--- src/hfn_pkg.sv ---
// Package for the height-field normal stream: field widths, reset values,
// configuration register codes and the command and status types.
// No dependencies.
`timescale 1ns / 1ps

package hfn_pkg;

  localparam int HFN_MAX_COLS = 32;
  localparam int HFN_MAX_ROWS = 1024;

  localparam int HGT_W      = 16;
  localparam int NRM_W      = 37;
  localparam int COLIDX_W   = 5;
  localparam int ROWIDX_W   = 10;
  localparam int CFG_IDX_W  = 4;
  localparam int CFG_DATA_W = 16;
  localparam int COLS_W     = 6;
  localparam int SPACING_W  = 16;

  localparam logic [COLS_W-1:0]    COLS_RST    = 6'd32;
  localparam logic [SPACING_W-1:0] SPACING_RST = 16'd3277;

  localparam logic [CFG_IDX_W-1:0] CFG_COLUMNS = 4'd0;
  localparam logic [CFG_IDX_W-1:0] CFG_SPACING = 4'd1;

  typedef logic [1:0] hfn_slot_t;

  typedef struct packed {
    logic      wr;
    hfn_slot_t wr_slot;
    logic      rd_b;
    logic      diff;
    logic      mul;
    logic      load;
    hfn_slot_t sm;
    hfn_slot_t sp;
    logic [1:0] b;
    logic      last;
  } hfn_cmd_t;

  typedef struct packed {
    logic out_free;
  } hfn_stat_t;

endpackage

--- src/hfn_if.sv ---
// Channel interfaces of the height-field normal stream: height input,
// normal output and configuration write. Depends on hfn_pkg.
`timescale 1ns / 1ps

interface hfn_in_if import hfn_pkg::*; ();
  logic                    valid;
  logic                    ready;
  logic signed [HGT_W-1:0] height;
  logic                    last_sample;

  modport source (output valid, height, last_sample, input ready);
  modport sink (input valid, height, last_sample, output ready);
endinterface


--- src/hfn_ctrl.sv ---
// Controller of the height-field normal stream: row and column tracking,
// per-sample job list and the per-normal sequence. Depends on hfn_pkg, hfn_if.
`timescale 1ns / 1ps

module hfn_ctrl import hfn_pkg::*; #(
  parameter int MAX_COLS = HFN_MAX_COLS,
  parameter int MAX_ROWS = HFN_MAX_ROWS,
  localparam int ColW = (MAX_COLS > 1) ? $clog2(MAX_COLS) : 1,
  localparam int RowW = (MAX_ROWS > 1) ? $clog2(MAX_ROWS) : 1
) (
  input  logic             clk_i,
  input  logic             rst_ni,
  hfn_in_if.sink           in_i,
  input  logic [ColW-1:0]  wm1_i,
  input  hfn_stat_t        stat_i,
  output hfn_cmd_t         cmd_o,
  output logic [ColW-1:0]  wr_col_o,
  output logic [ColW-1:0]  job_col_o,
  output logic [ColW-1:0]  job_wm1_o,
  output logic [RowW-1:0]  job_row_o
);

  localparam logic [2:0] ST_IDLE = 3'd0;
  localparam logic [2:0] ST_DISP = 3'd1;
  localparam logic [2:0] ST_RDA  = 3'd2;
  localparam logic [2:0] ST_RDB  = 3'd3;
  localparam logic [2:0] ST_DIF  = 3'd4;
  localparam logic [2:0] ST_MUL  = 3'd5;
  localparam logic [2:0] ST_OUT  = 3'd6;

  localparam logic [RowW-1:0] RowMax = RowW'(MAX_ROWS - 1);

  logic [2:0]      state_q, state_d;
  logic [ColW-1:0] cc_q, cc_d;
  logic [RowW-1:0] row_q, row_d;
  hfn_slot_t       cur_q, cur_d;
  logic [1:0]      held_q, held_d;
  logic            over_q, over_d;

  logic [ColW-1:0] c_q, wm1_q, fj_q;
  hfn_slot_t       slot_q, old_q, fsm_q;
  logic [1:0]      bn_q, bf_q;
  logic [RowW-1:0] lag_q, rowf_q;
  logic            pv_q, en_q, fl_q;

  logic [ColW-1:0] jcol_q;
  hfn_slot_t       jsm_q;
  logic [1:0]      jb_q;
  logic [RowW-1:0] jrow_q;
  logic            jlast_q;

  logic            accept;
  logic [ColW-1:0] c_w;
  logic            is_end, last_w, one_w, two_w;
  hfn_slot_t       up_w, nxt_w;

  assign accept = in_i.valid && in_i.ready;
  assign in_i.ready = (state_q == ST_IDLE);

  assign c_w    = (cc_q > wm1_i) ? wm1_i : cc_q;
  assign is_end = (c_w == wm1_i);
  assign last_w = in_i.last_sample && is_end;
  assign one_w  = (held_q != 2'd0);
  assign two_w  = (held_q >= 2'd2);
  assign up_w   = (cur_q == 2'd0) ? 2'd2 : cur_q - 2'd1;
  assign nxt_w  = (cur_q == 2'd2) ? 2'd0 : cur_q + 2'd1;

  always_comb begin
    cc_d   = cc_q;
    row_d  = row_q;
    cur_d  = cur_q;
    held_d = held_q;
    over_d = over_q;
    if (accept) begin
      if (last_w) begin
        cc_d   = '0;
        row_d  = '0;
        cur_d  = 2'd0;
        held_d = 2'd0;
        over_d = 1'b0;
      end else if (is_end) begin
        cc_d = '0;
        if (row_q != RowMax) begin
          row_d = row_q + 1'b1;
        end else begin
          over_d = 1'b1;
        end
        cur_d = nxt_w;
        if (!two_w) begin
          held_d = held_q + 2'd1;
        end
      end else begin
        cc_d = c_w + 1'b1;
      end
    end
  end

  always_comb begin
    state_d = state_q;
    unique case (state_q)
      ST_IDLE: if (accept) state_d = ST_DISP;
      ST_DISP: state_d = (pv_q || en_q || fl_q) ? ST_RDA : ST_IDLE;
      ST_RDA:  state_d = ST_RDB;
      ST_RDB:  state_d = ST_DIF;
      ST_DIF:  state_d = ST_MUL;
      ST_MUL:  state_d = ST_OUT;
      ST_OUT:  if (stat_i.out_free) state_d = ST_DISP;
      default: state_d = ST_IDLE;
    endcase
  end

  always_ff @(posedge clk_i or negedge rst_ni) begin
    if (!rst_ni) begin
      state_q <= ST_IDLE;
      cc_q    <= '0;
      row_q   <= '0;
      cur_q   <= 2'd0;
      held_q  <= 2'd0;
      over_q  <= 1'b0;
      pv_q    <= 1'b0;
      en_q    <= 1'b0;
      fl_q    <= 1'b0;
      fj_q    <= '0;
    end else begin
      state_q <= state_d;
      cc_q    <= cc_d;
      row_q   <= row_d;
      cur_q   <= cur_d;
      held_q  <= held_d;
      over_q  <= over_d;
      if (accept) begin
        pv_q <= one_w && (c_w != '0);
        en_q <= one_w && is_end;
        fl_q <= last_w;
        fj_q <= '0;
      end else if (state_q == ST_DISP) begin
        if (pv_q) begin
          pv_q <= 1'b0;
        end else if (en_q) begin
          en_q <= 1'b0;
        end else if (fl_q) begin
          if (fj_q == wm1_q) begin
            fl_q <= 1'b0;
          end else begin
            fj_q <= fj_q + 1'b1;
          end
        end
      end
    end
  end

  // Snapshot of the sample's context, taken at the input transfer
  always_ff @(posedge clk_i) begin
    if (accept) begin
      c_q    <= c_w;
      wm1_q  <= wm1_i;
      slot_q <= cur_q;
      old_q  <= two_w ? nxt_w : up_w;
      bn_q   <= two_w ? 2'd2 : 2'd1;
      lag_q  <= over_q ? RowMax : row_q - 1'b1;
      fsm_q  <= one_w ? up_w : cur_q;
      bf_q   <= one_w ? 2'd1 : 2'd0;
      rowf_q <= row_q;
    end
    if (state_q == ST_DISP) begin
      if (pv_q) begin
        jcol_q  <= c_q - 1'b1;
        jsm_q   <= old_q;
        jb_q    <= bn_q;
        jrow_q  <= lag_q;
        jlast_q <= 1'b0;
      end else if (en_q) begin
        jcol_q  <= wm1_q;
        jsm_q   <= old_q;
        jb_q    <= bn_q;
        jrow_q  <= lag_q;
        jlast_q <= 1'b0;
      end else begin
        jcol_q  <= fj_q;
        jsm_q   <= fsm_q;
        jb_q    <= bf_q;
        jrow_q  <= rowf_q;
        jlast_q <= (fj_q == wm1_q);
      end
    end
  end

  always_comb begin
    cmd_o         = '0;
    cmd_o.wr      = accept;
    cmd_o.wr_slot = cur_q;
    cmd_o.rd_b    = (state_q == ST_RDB);
    cmd_o.diff    = (state_q == ST_DIF);
    cmd_o.mul     = (state_q == ST_MUL);
    cmd_o.load    = (state_q == ST_OUT) && stat_i.out_free;
    cmd_o.sm      = jsm_q;
    cmd_o.sp      = slot_q;
    cmd_o.b       = jb_q;
    cmd_o.last    = jlast_q;
  end

  assign wr_col_o  = c_w;
  assign job_col_o = jcol_q;
  assign job_wm1_o = wm1_q;
  assign job_row_o = jrow_q;

endmodule

--- src/flat_wrapper.sv ---
// flat-port wrapper written by rule: the top's interface ports become plain ports
module hfn_ctrl_flat import hfn_pkg::*;
#(
  parameter int MAX_COLS = HFN_MAX_COLS,
  parameter int MAX_ROWS = HFN_MAX_ROWS,
  localparam int ColW = (MAX_COLS > 1) ? $clog2(MAX_COLS) : 1,
  localparam int RowW = (MAX_ROWS > 1) ? $clog2(MAX_ROWS) : 1
)
  (clk_i, rst_ni, wm1_i, stat_i, cmd_o, wr_col_o, job_col_o, job_wm1_o, job_row_o, in_i_valid, in_i_height, in_i_last_sample, in_i_ready);
  hfn_in_if in_i_i ();
  input  logic clk_i;
  input  logic rst_ni;
  input  logic [ColW-1:0] wm1_i;
  input  hfn_stat_t stat_i;
  output hfn_cmd_t cmd_o;
  output logic [ColW-1:0] wr_col_o;
  output logic [ColW-1:0] job_col_o;
  output logic [ColW-1:0] job_wm1_o;
  output logic [RowW-1:0] job_row_o;
  input wire logic [$bits(in_i_i.valid)-1:0] in_i_valid;
  input wire logic [$bits(in_i_i.height)-1:0] in_i_height;
  input wire logic [$bits(in_i_i.last_sample)-1:0] in_i_last_sample;
  output wire logic [$bits(in_i_i.ready)-1:0] in_i_ready;
  assign in_i_i.valid = in_i_valid;
  assign in_i_i.height = in_i_height;
  assign in_i_i.last_sample = in_i_last_sample;
  assign in_i_ready = in_i_i.ready;
  hfn_ctrl #(.MAX_COLS(MAX_COLS), .MAX_ROWS(MAX_ROWS)) u_core (.clk_i(clk_i), .rst_ni(rst_ni), .in_i(in_i_i), .wm1_i(wm1_i), .stat_i(stat_i), .cmd_o(cmd_o), .wr_col_o(wr_col_o), .job_col_o(job_col_o), .job_wm1_o(job_wm1_o), .job_row_o(job_row_o));
endmodule
--- config.mk ---
export PLATFORM = sky130hd
export DESIGN_NAME = hfn_ctrl_flat
export DESIGN_NICKNAME = d
export VERILOG_FILES = /design/src/hfn_pkg.sv /design/src/hfn_if.sv /design/src/hfn_ctrl.sv /design/src/flat_wrapper.sv
export SDC_FILE = /design/constraint.sdc
export NUM_CORES = 1
export LEC_CHECK = 0
export BUFFER_PORTS_ARGS = -buffer_cell sky130_fd_sc_hd__buf_2
export CORE_MARGIN = 4
export CORE_UTILIZATION = 50
export CTS_BUF_LIST = sky130_fd_sc_hd__clkbuf_16
export DETAILED_ROUTE_END_ITERATION = 8
export MAX_ROUTING_LAYER = met4
export PLACE_DENSITY = 0.71
export SETUP_SLACK_MARGIN = 0.2
export SLEW_MARGIN = 20
export SYNTH_ARGS = -nofsm -noshare
export SYNTH_HDL_FRONTEND = slang
export SYNTH_SLANG_ARGS = --single-unit
--- constraint.sdc ---
create_clock -name clk_i -period 3.2 [get_ports clk_i]
set_input_delay 0.16 -clock clk_i [delete_from_list [all_inputs] [get_ports clk_i]]
set_output_delay 0.16 -clock clk_i [all_outputs]
set_load 0.01 [all_outputs]
==> results of run 1 <==
-- cell type report --
class | instances | area share (%)
Sequential cell | 90 | 49.7
Multi-Input combinational cell | 241 | 34.4
Timing Repair Buffer | 55 | 5.72
Clock buffer | 9 | 4.40
Tap cell | 108 | 2.64
Inverter | 24 | 1.76
Clock inverter | 7 | 1.34
-- worst register-to-register path: cells and delay by family (launching register included) --
kind	cells	cell delay (ns)
XOR/XNOR	1	0.15
multiplexers	2	0.52
flip-flops	1	0.47
AND/OR/NAND/NOR	1	0.09
adder cells (fa/ha/maj)	2	0.58
AO/OA/AOI/OAI	4	0.65
-- worst paths after layout --
kind / to / cells past startpoint
max: u_core.cc_q[4] / 10
min in group asynchronous: u_core.state_q[2] / 2
max reg2reg: u_core.cc_q[4] / 10
max in group asynchronous: u_core.row_q[8] / 2
min reg2reg: u_core.held_q[0] / 1
min: u_core.job_wm1_o[1] / 1
-- metrics by stage --
stage | utilization (%) | worst slack (ns) | cells | area, sq um | hold WS [ns]
floorplan | - | 0.835 | 374 | 4510 | -0.136
global placement | 55.0 | 0.693 | 517 | 4820 | 0.266
detailed placement | 55.0 | 0.623 | 517 | 4820 | 0.267
CTS | 58.4 | 0.609 | 534 | 5120 | 0.0491
global route | 58.4 | 0.463 | 534 | 5120 | 0.0501
finish | 58.4 | 0.608 | 534 | 5120 | 0.0645
-- state kept, by name, indices dropped and copies added, names as in the netlist, 2 cells and up --
| name | flops |
|---|---|
| u_core.jsm_q | 2 |
| u_core.job_row_o | 10 |
| u_core.row_q | 10 |
| u_core.slot_q | 2 |
| u_core.job_wm1_o | 5 |
| u_core.lag_q | 10 |
| u_core.old_q | 2 |
| u_core.fj_q | 5 |
| u_core.state_q | 3 |
| u_core.job_col_o | 5 |
| u_core.cc_q | 5 |
| u_core.held_q | 2 |
| u_core.c_q | 5 |
| u_core.bn_q | 2 |
| u_core.cur_q | 2 |
| u_core.jb_q | 2 |
| u_core.fsm_q | 2 |
| u_core.rowf_q | 10 |
-- logic make-up after synthesis --
kind of cell / share of synthesized area (%)
AO/OA/AOI/OAI: 10.6
XOR/XNOR: 4.66
adder cells (fa/ha/maj): 4.43
buffers and inverters: 4.55
flip-flops: 56.4
multiplexers: 5.79
AND/OR/NAND/NOR: 13.5
-- power by group through the flow --
stage	sequential, mW	clock [mW]	combinational (mW)
finish	2.00	1.03	1.66
global route	2.05	1.09	1.88
CTS	2.00	1.05	1.69
detailed placement	2.02	0	1.67
global placement	2.00	0	1.62
floorplan	1.98	0	1.23
-- placed cells by master, fill, tap and decap left out, types with 4 or more instances in the layout --
cell type	count
edfxtp_1	59
buf_2	49
dfrtp_1	31
nand2_1	28
inv_1	21
nor2_1	20
mux2_2	16
o21ai_0	16
ha_1	16
nand2b_1	12
xor2_1	12
a21oi_1	12
xnor2_1	12
o31ai_1	11
nor3_1	10
clkbuf_16	9
nand3_1	8
mux2i_1	7
buf_4	5
a31oi_1	4
-- routing by layer --
metal  wire (um)  vias to the layer above  share of wire (%)  global-route usage [%]
li1            -                     1451                  -                       -
met1        3770                     1440                 45                    22.7
met2        4210                       57                 50                    28.5
met3         307                       11                3.6                    2.44
met4         127                        0                1.5                    7.07
met5           0                        -                  0                       -
==> impl_results.md, run 1 <==
- Top cell by count, worst path: ha_1
- Leading area contributor after synthesis: edfxtp_1
- Routability Congestion: 0.844
- FMAX: 386 MHz
- Type of the worst min-delay path: input pin to flip-flop
- Commonest cells in the netlist: 59 x edfxtp_1, 31 x dfrtp_1, 28 x nand2_1
- Count of input and output buffers: 49
- Vias in the first global route: 2,937
- Die Ht: 103 um
- Die width: 103 um
- Reg2reg start: u_core.cc_q[2]
- Synth Instances: 374
- CP Capture Type: flip-flop
- Syn Nets: 416
- Ant diodes: 0
- Fin crit period: 2.59 ns
- CP Buf/Inv Count: 0
- Setup TNS: 0 ns
- Tot Pwr: 4.69 mW
- Sequential fraction of the synthesis area: 56.4%
- Final setup violating endpoints: 0
- Sw power: 1.65 mW
- Startpoint class of the critical path: flip-flop
- Unrepaired setup endpoints after global routing: false
- Initial core utilization: 51.5%
- Hold_sp: wm1_i[1]
- Hold Fails Final Rpt: 0
- Post-Syn Area: 0.00451 sq mm
- CTS Hold Bufs: 1
- R2r setup slk: 0.61 ns
- Max Cap Violations: 0
- Worst Path Arrival: 2.79 ns
- Initial antenna violation count: 0
- Post-CTS setup buffers: 0
- DRC: 0
- FF+latch area: 0.00255 sq mm
- Worst Setup SP: u_core.cc_q[2]
- Via count: 2,959
- Area of the core: 0.00876 sq mm
- Drt first pass iters: 4
- Antenna-violating nets left: 0
- Crit Path Max Fanout: 9
- Clock power frac: 21.9%
- All-Layer GR Usage: 17.7%
- Routed wire length: 8.41 mm
- Final Max Slew Viols: 0
- Outcome: finished, final reports clean
- Critical Path Slowest Stage Cell: dfrtp_1
- Cells along the critical path: ha_1 -> o211ai_2 -> a21oi_4 -> o21ai_4 -> mux2_2 -> ha_1 -> nand3_1 -> mux2i_1 -> xnor2_1 -> o22ai_1
- Clock Skew: 0.00526 ns
- Netlist cell types: 59
- Most common cell in the synthesized netlist: edfxtp_1
- HPWL after DPL: 5.80 mm
- Nets@finish: 463
- Area of the multi-input gates: 0.00176 sq mm
- CTS resizes: 0
- Least-Margin Pin Slew: 0.752 ns
- I/O pin count: 66
- Max H-tree Level: 3
- Leak: 2.13 nW
- DR iter-0 viols: 132
- Rel. slew slack: 49.9%
- Worst-path clk slew: 0.06 ns
- Rows: 34
- Top cells by area, synth: edfxtp_1 39%, dfrtp_1 17%, ha_1 4.4%
- Pint: 3.04 mW
- First-pass GRT wire length: 14.1 mm
- Synth top area share: 39.2%
- Clk buf depth: 2
- Synthesis-to-finish area growth: 13.4%
- Maximum VDD drop: 0.467 mV
- Family with the most delay on the worst path: compound AO/OA/AOI/OAI gates
- Post-synth EDFFs: 59
- Routed WL per cell: 15.8 um
- Worst setup path category: flip-flop to flip-flop
- Share of cells above drive strength 1: 25.4%
- Die area: 0.0106 sq mm
- Synth async-reset ratio: 34.4%
- Synth warnings: 0
- Synthesis-stage register bit count: 90
- Clock buffer count from CTS: 9
- CP required: 3.40 ns
- Largest net degree at the start of global routing: 32
- Post-synth top flop: edfxtp_1
- Clock sink count: 90
- Vias/cell: 5.54
- Switching share of power: 35.2%
- Root buf cell: clkbuf_16
- CP max stage delay: 0.47 ns
- Grt total ovfl: 0
- Syn Area/Cell: 12.1 sq um
- Clk_lat worst skew: 0.33 ns
- Fillers: 723
- CTS tree: built
- Period utilization: 81.0%
- Logic pwr share: 35.5%
- Seq pwr share: 42.6%
- Pwr Density: 917 mW/mm^2
Note: power is estimated with default switching activity, not from simulation.
==> inputs of run 2 (changes only) <==
--- a/config.mk
+++ b/config.mk
@@ -5,13 +5,14 @@
 export SDC_FILE = /design/constraint.sdc
 export NUM_CORES = 1
 export LEC_CHECK = 0
+export ABC_AREA = 1
 export BUFFER_PORTS_ARGS = -buffer_cell sky130_fd_sc_hd__buf_2
 export CORE_MARGIN = 4
 export CORE_UTILIZATION = 50
 export CTS_BUF_LIST = sky130_fd_sc_hd__clkbuf_16
 export DETAILED_ROUTE_END_ITERATION = 8
 export MAX_ROUTING_LAYER = met4
-export PLACE_DENSITY = 0.71
+export PLACE_DENSITY = 0.74
 export SETUP_SLACK_MARGIN = 0.2
 export SLEW_MARGIN = 20
 export SYNTH_ARGS = -nofsm -noshare
==> constraint.sdc (replaced) <==
create_clock -name clk_i -period 2.2 [get_ports clk_i]
set_input_delay 0.11 -clock clk_i [delete_from_list [all_inputs] [get_ports clk_i]]
set_output_delay 0.11 -clock clk_i [all_outputs]
set_load 0.01 [all_outputs]
==> run 2 against run 1 <==
Against the previous run: the flow now finishes with violations (negative setup slack); non-clock buffer count increased by 33; sequential share of layout area is 6.4 points lower; power is 86% higher; clock skew grew 0.0018 ns; cell count is 24% higher; synthesized area decreased by 0.17%; critical endpoint is now u_core.row_q[8]; largest cell class unchanged; largest power group is now combinational cells; highest routed layer unchanged.
==> impl_results.md, run 2 <==
- Fin crit period: 2.28 ns
- Tot Pwr: 8.71 mW
- Commonest cells in the netlist: 112 x nand2_1, 59 x edfxtp_1, 58 x inv_1
- All-Layer GR Usage: 20.6%
- Worst path depth: 14
- Post-synth top flop: edfxtp_1
- Worst r2r path cells: 14
- Routed WL per cell: 15.6 um
- Period utilization: 103%
- CP Capture Type: flip-flop
- Clk_lat worst skew: 0.34 ns
- Initial antenna violation count: 0
- Die Ht: 103 um
- Netlist cell types: 37
- Clock Skew: 0.00701 ns
- Most frequent cells in the layout: 105 x nand2_1, 59 x edfxtp_1, 57 x inv_1
- Worst Path Arrival: 2.51 ns
- Max H-tree Level: 3
- Synth Instances: 458
- Nets@finish: 589
- Hold Path End: u_core.state_q[0]
- Family with the most delay on the worst path: simple AND/OR/NAND/NOR gates
- Worst-path clk slew: 0.06 ns
- Least-Margin Pin Slew: 0.765 ns
- Count of input and output buffers: 49
- Die width: 103 um
- Rel. slew slack: 49.0%
- Post-Syn Area: 0.00451 sq mm
- Type of the worst min-delay path: input pin to flip-flop
- Clock buffer count from CTS: 9
- Top cells by area, synth: edfxtp_1 39%, dfrtp_1 17%, nand2_1 9.3%
- Clock sink count: 90
- CTS tree: built
- Finished Core Util: 67.0%
- Leak: 2.61 nW
- CP Buf/Inv Count: 2
- Hold_sp: in_i_valid
- FMAX: 439 MHz
- Grt total ovfl: 0
- R2r setup slk: -0.08 ns
- I/O pin count: 66
- Rows: 34
- HPWL after DPL: 6.28 mm
- Routability Congestion: 0.830
- Root buf cell: clkbuf_16
- Non-filler cells, final: 660
- Hold path cells: 2
- Worst Setup Slack, final: -0.0755 ns
- Largest net degree at the start of global routing: 46
- Antenna-violating nets left: 0
- Die area: 0.0106 sq mm
- Share of cells above drive strength 1: 28.1%
- Adder-Cell Fraction of Synth Area: 4.44%
- Pwr Density: 1480 mW/mm^2
- Critical Path Slowest Stage Cell: dfrtp_1
- Area of the core: 0.00876 sq mm
- R2r endpoint: u_core.row_q[8]
- Main combinational cell family by area after synthesis: simple AND/OR/NAND/NOR gates
- Dpl cells: 620
- Post-synthesis xor/xnor area fraction: 3.89%
- Most common cell in the synthesized netlist: nand2_1
- Crit Path Max Fanout: 7
- Routed wire length: 10.3 mm
- Worst setup path category: flip-flop to flip-flop
- Maximum VDD drop: 0.801 mV
- Post-route cell area: 0.00587 sq mm
- Synth Area in Simple Gates: 20.1%
- Via count: 3,582
- Vias/cell: 5.43
- Cells along the critical path: ha_4 -> nand2_4 -> nor2_4 -> nand2_2 -> nand3_4 -> nand2_8 -> a21oi_4 -> nor2_2 -> nor2_4 -> nand4_4 -> buf_4 -> buf_12 -> nand2_1 -> o21ai_2
- Synthesis-to-finish area growth: 30.3%
- Mux cell area share after synthesis: 0%
- Unrepaired setup endpoints after global routing: true
- DP Area: 0.00500 sq mm
- Hold Worst Slack: 0.0322 ns
- Reg2reg start: u_core.cc_q[2]
- Synth async-reset ratio: 34.4%
- Commonest non-fill, non-tap cell in the layout: nand2_1
- Startpoint class of the critical path: flip-flop
- Synth top area share: 39.3%
- Clk buf depth: 2
- Hold Fails Final Rpt: 0
- DRC: 0
- Leading area contributor after synthesis: edfxtp_1
- Syn Nets: 500
- Vias in the first global route: 3,458
- First-pass GRT wire length: 16.4 mm
- Ant diodes: 0
- Sequential fraction of the synthesis area: 56.5%
- CP required: 2.43 ns
- Initial core utilization: 51.4%
- DR iter-0 viols: 220
- Top cell by count, worst path: nor2_4
- Violated checks: negative setup slack
- Synth warnings: 0
- Post-synth EDFFs: 59
- Synthesis-stage register bit count: 90
- CP max stage delay: 0.41 ns
- Compound-Gate Fraction of Synth Area: 8.47%
- Max Cap Violations: 0
- Final setup violating endpoints: 12
- Final Max Slew Viols: 0
- Outcome: finished, violations left
- Drt first pass iters: 5
- Syn Area/Cell: 9.84 sq um
-- run 2: cell count changes in the layout (fill, tap and decap cells not counted), sizes merged, moves of 10 or more --
cell / delta
buf: +27
o21ai: +19
o31ai: -10
nand2: +88
mux2: -17
inv: +36
nand3: +19
nand2b: -12
-- run 2: cells by family after synthesis --
kind of cell | after synthesis
simple gates | 199
flops | 90
buf+inv | 71
compound gates | 62
xor+xnor | 20
fa+ha+maj | 16
-- run 2: timing repair --
| item | CTS | global route |
|---|---|---|
| pin swaps | 16 | 8 |
| setup endpoints to repair | 28 | 30 |
| buffers inserted | 12 | 2 |
| cloned | 4 | 1 |
| hold buffers | 5 | 0 |
| resized for setup | 32 | 15 |
| hold endpoints to repair | 35 | 0 |
-- run 2: cell type report --
class | count | area [sq um]
fill | 619 | 2890
tap | 108 | 135
clock inverter | 7 | 146
clock buffer | 9 | 225
timing repair buffer | 88 | 671
multi-input combinational | 299 | 1920
inverter | 59 | 224
sequential | 90 | 2550
-- run 2: how the worst max path moves through the flow --
stage | startpoint | endpoint | slack (ns)
final | u_core.cc_q[2] | u_core.row_q[8] | -0.08
after global routing | u_core.cc_q[1] | u_core.row_q[8] | -0.15
after CTS | u_core.cc_q[2] | u_core.row_q[7] | 0.03
after detailed placement | u_core.cc_q[4] | u_core.row_q[7] | 0.002
after global placement | u_core.cc_q[4] | u_core.row_q[0] | 0.08
after floorplan | u_core.cc_q[3] | u_core.cc_q[4] | 0.12
-- run 2: through the flow --
step	setup WS, ns	TNS [ns]
floorplan	0.117	0
global placement	0.0758	0
detailed placement	0.00179	0
CTS	0.0276	0
global route	-0.150	-2.25
finish	-0.0755	-0.677
-- run 2: report_power, final --
group	switching, mW	total (mW)	internal (mW)
logic	2.33	3.95	1.61
clock network	0.644	1.88	1.23
registers	0.321	2.89	2.57
total	3.30	8.71	5.41
-- run 2: worst register-to-register path: cells and delay by family (launching register included) --
family                     cells  cell delay (ns)
DFF                            1             0.41
and+or+nand+nor                9             0.93
buffers and inverters          2             0.29
AOI/OAI and AO/OA              2             0.23
adders and majority gates      1             0.30
-- run 2: routing by layer --
layer	up-vias	global-route usage, %	wire length (um)
met4	0	9.46	327
met1	1675	25.2	4170
met3	32	4.40	622
li1	1730	-	-
met2	145	32.8	5160
met5	-	-	0
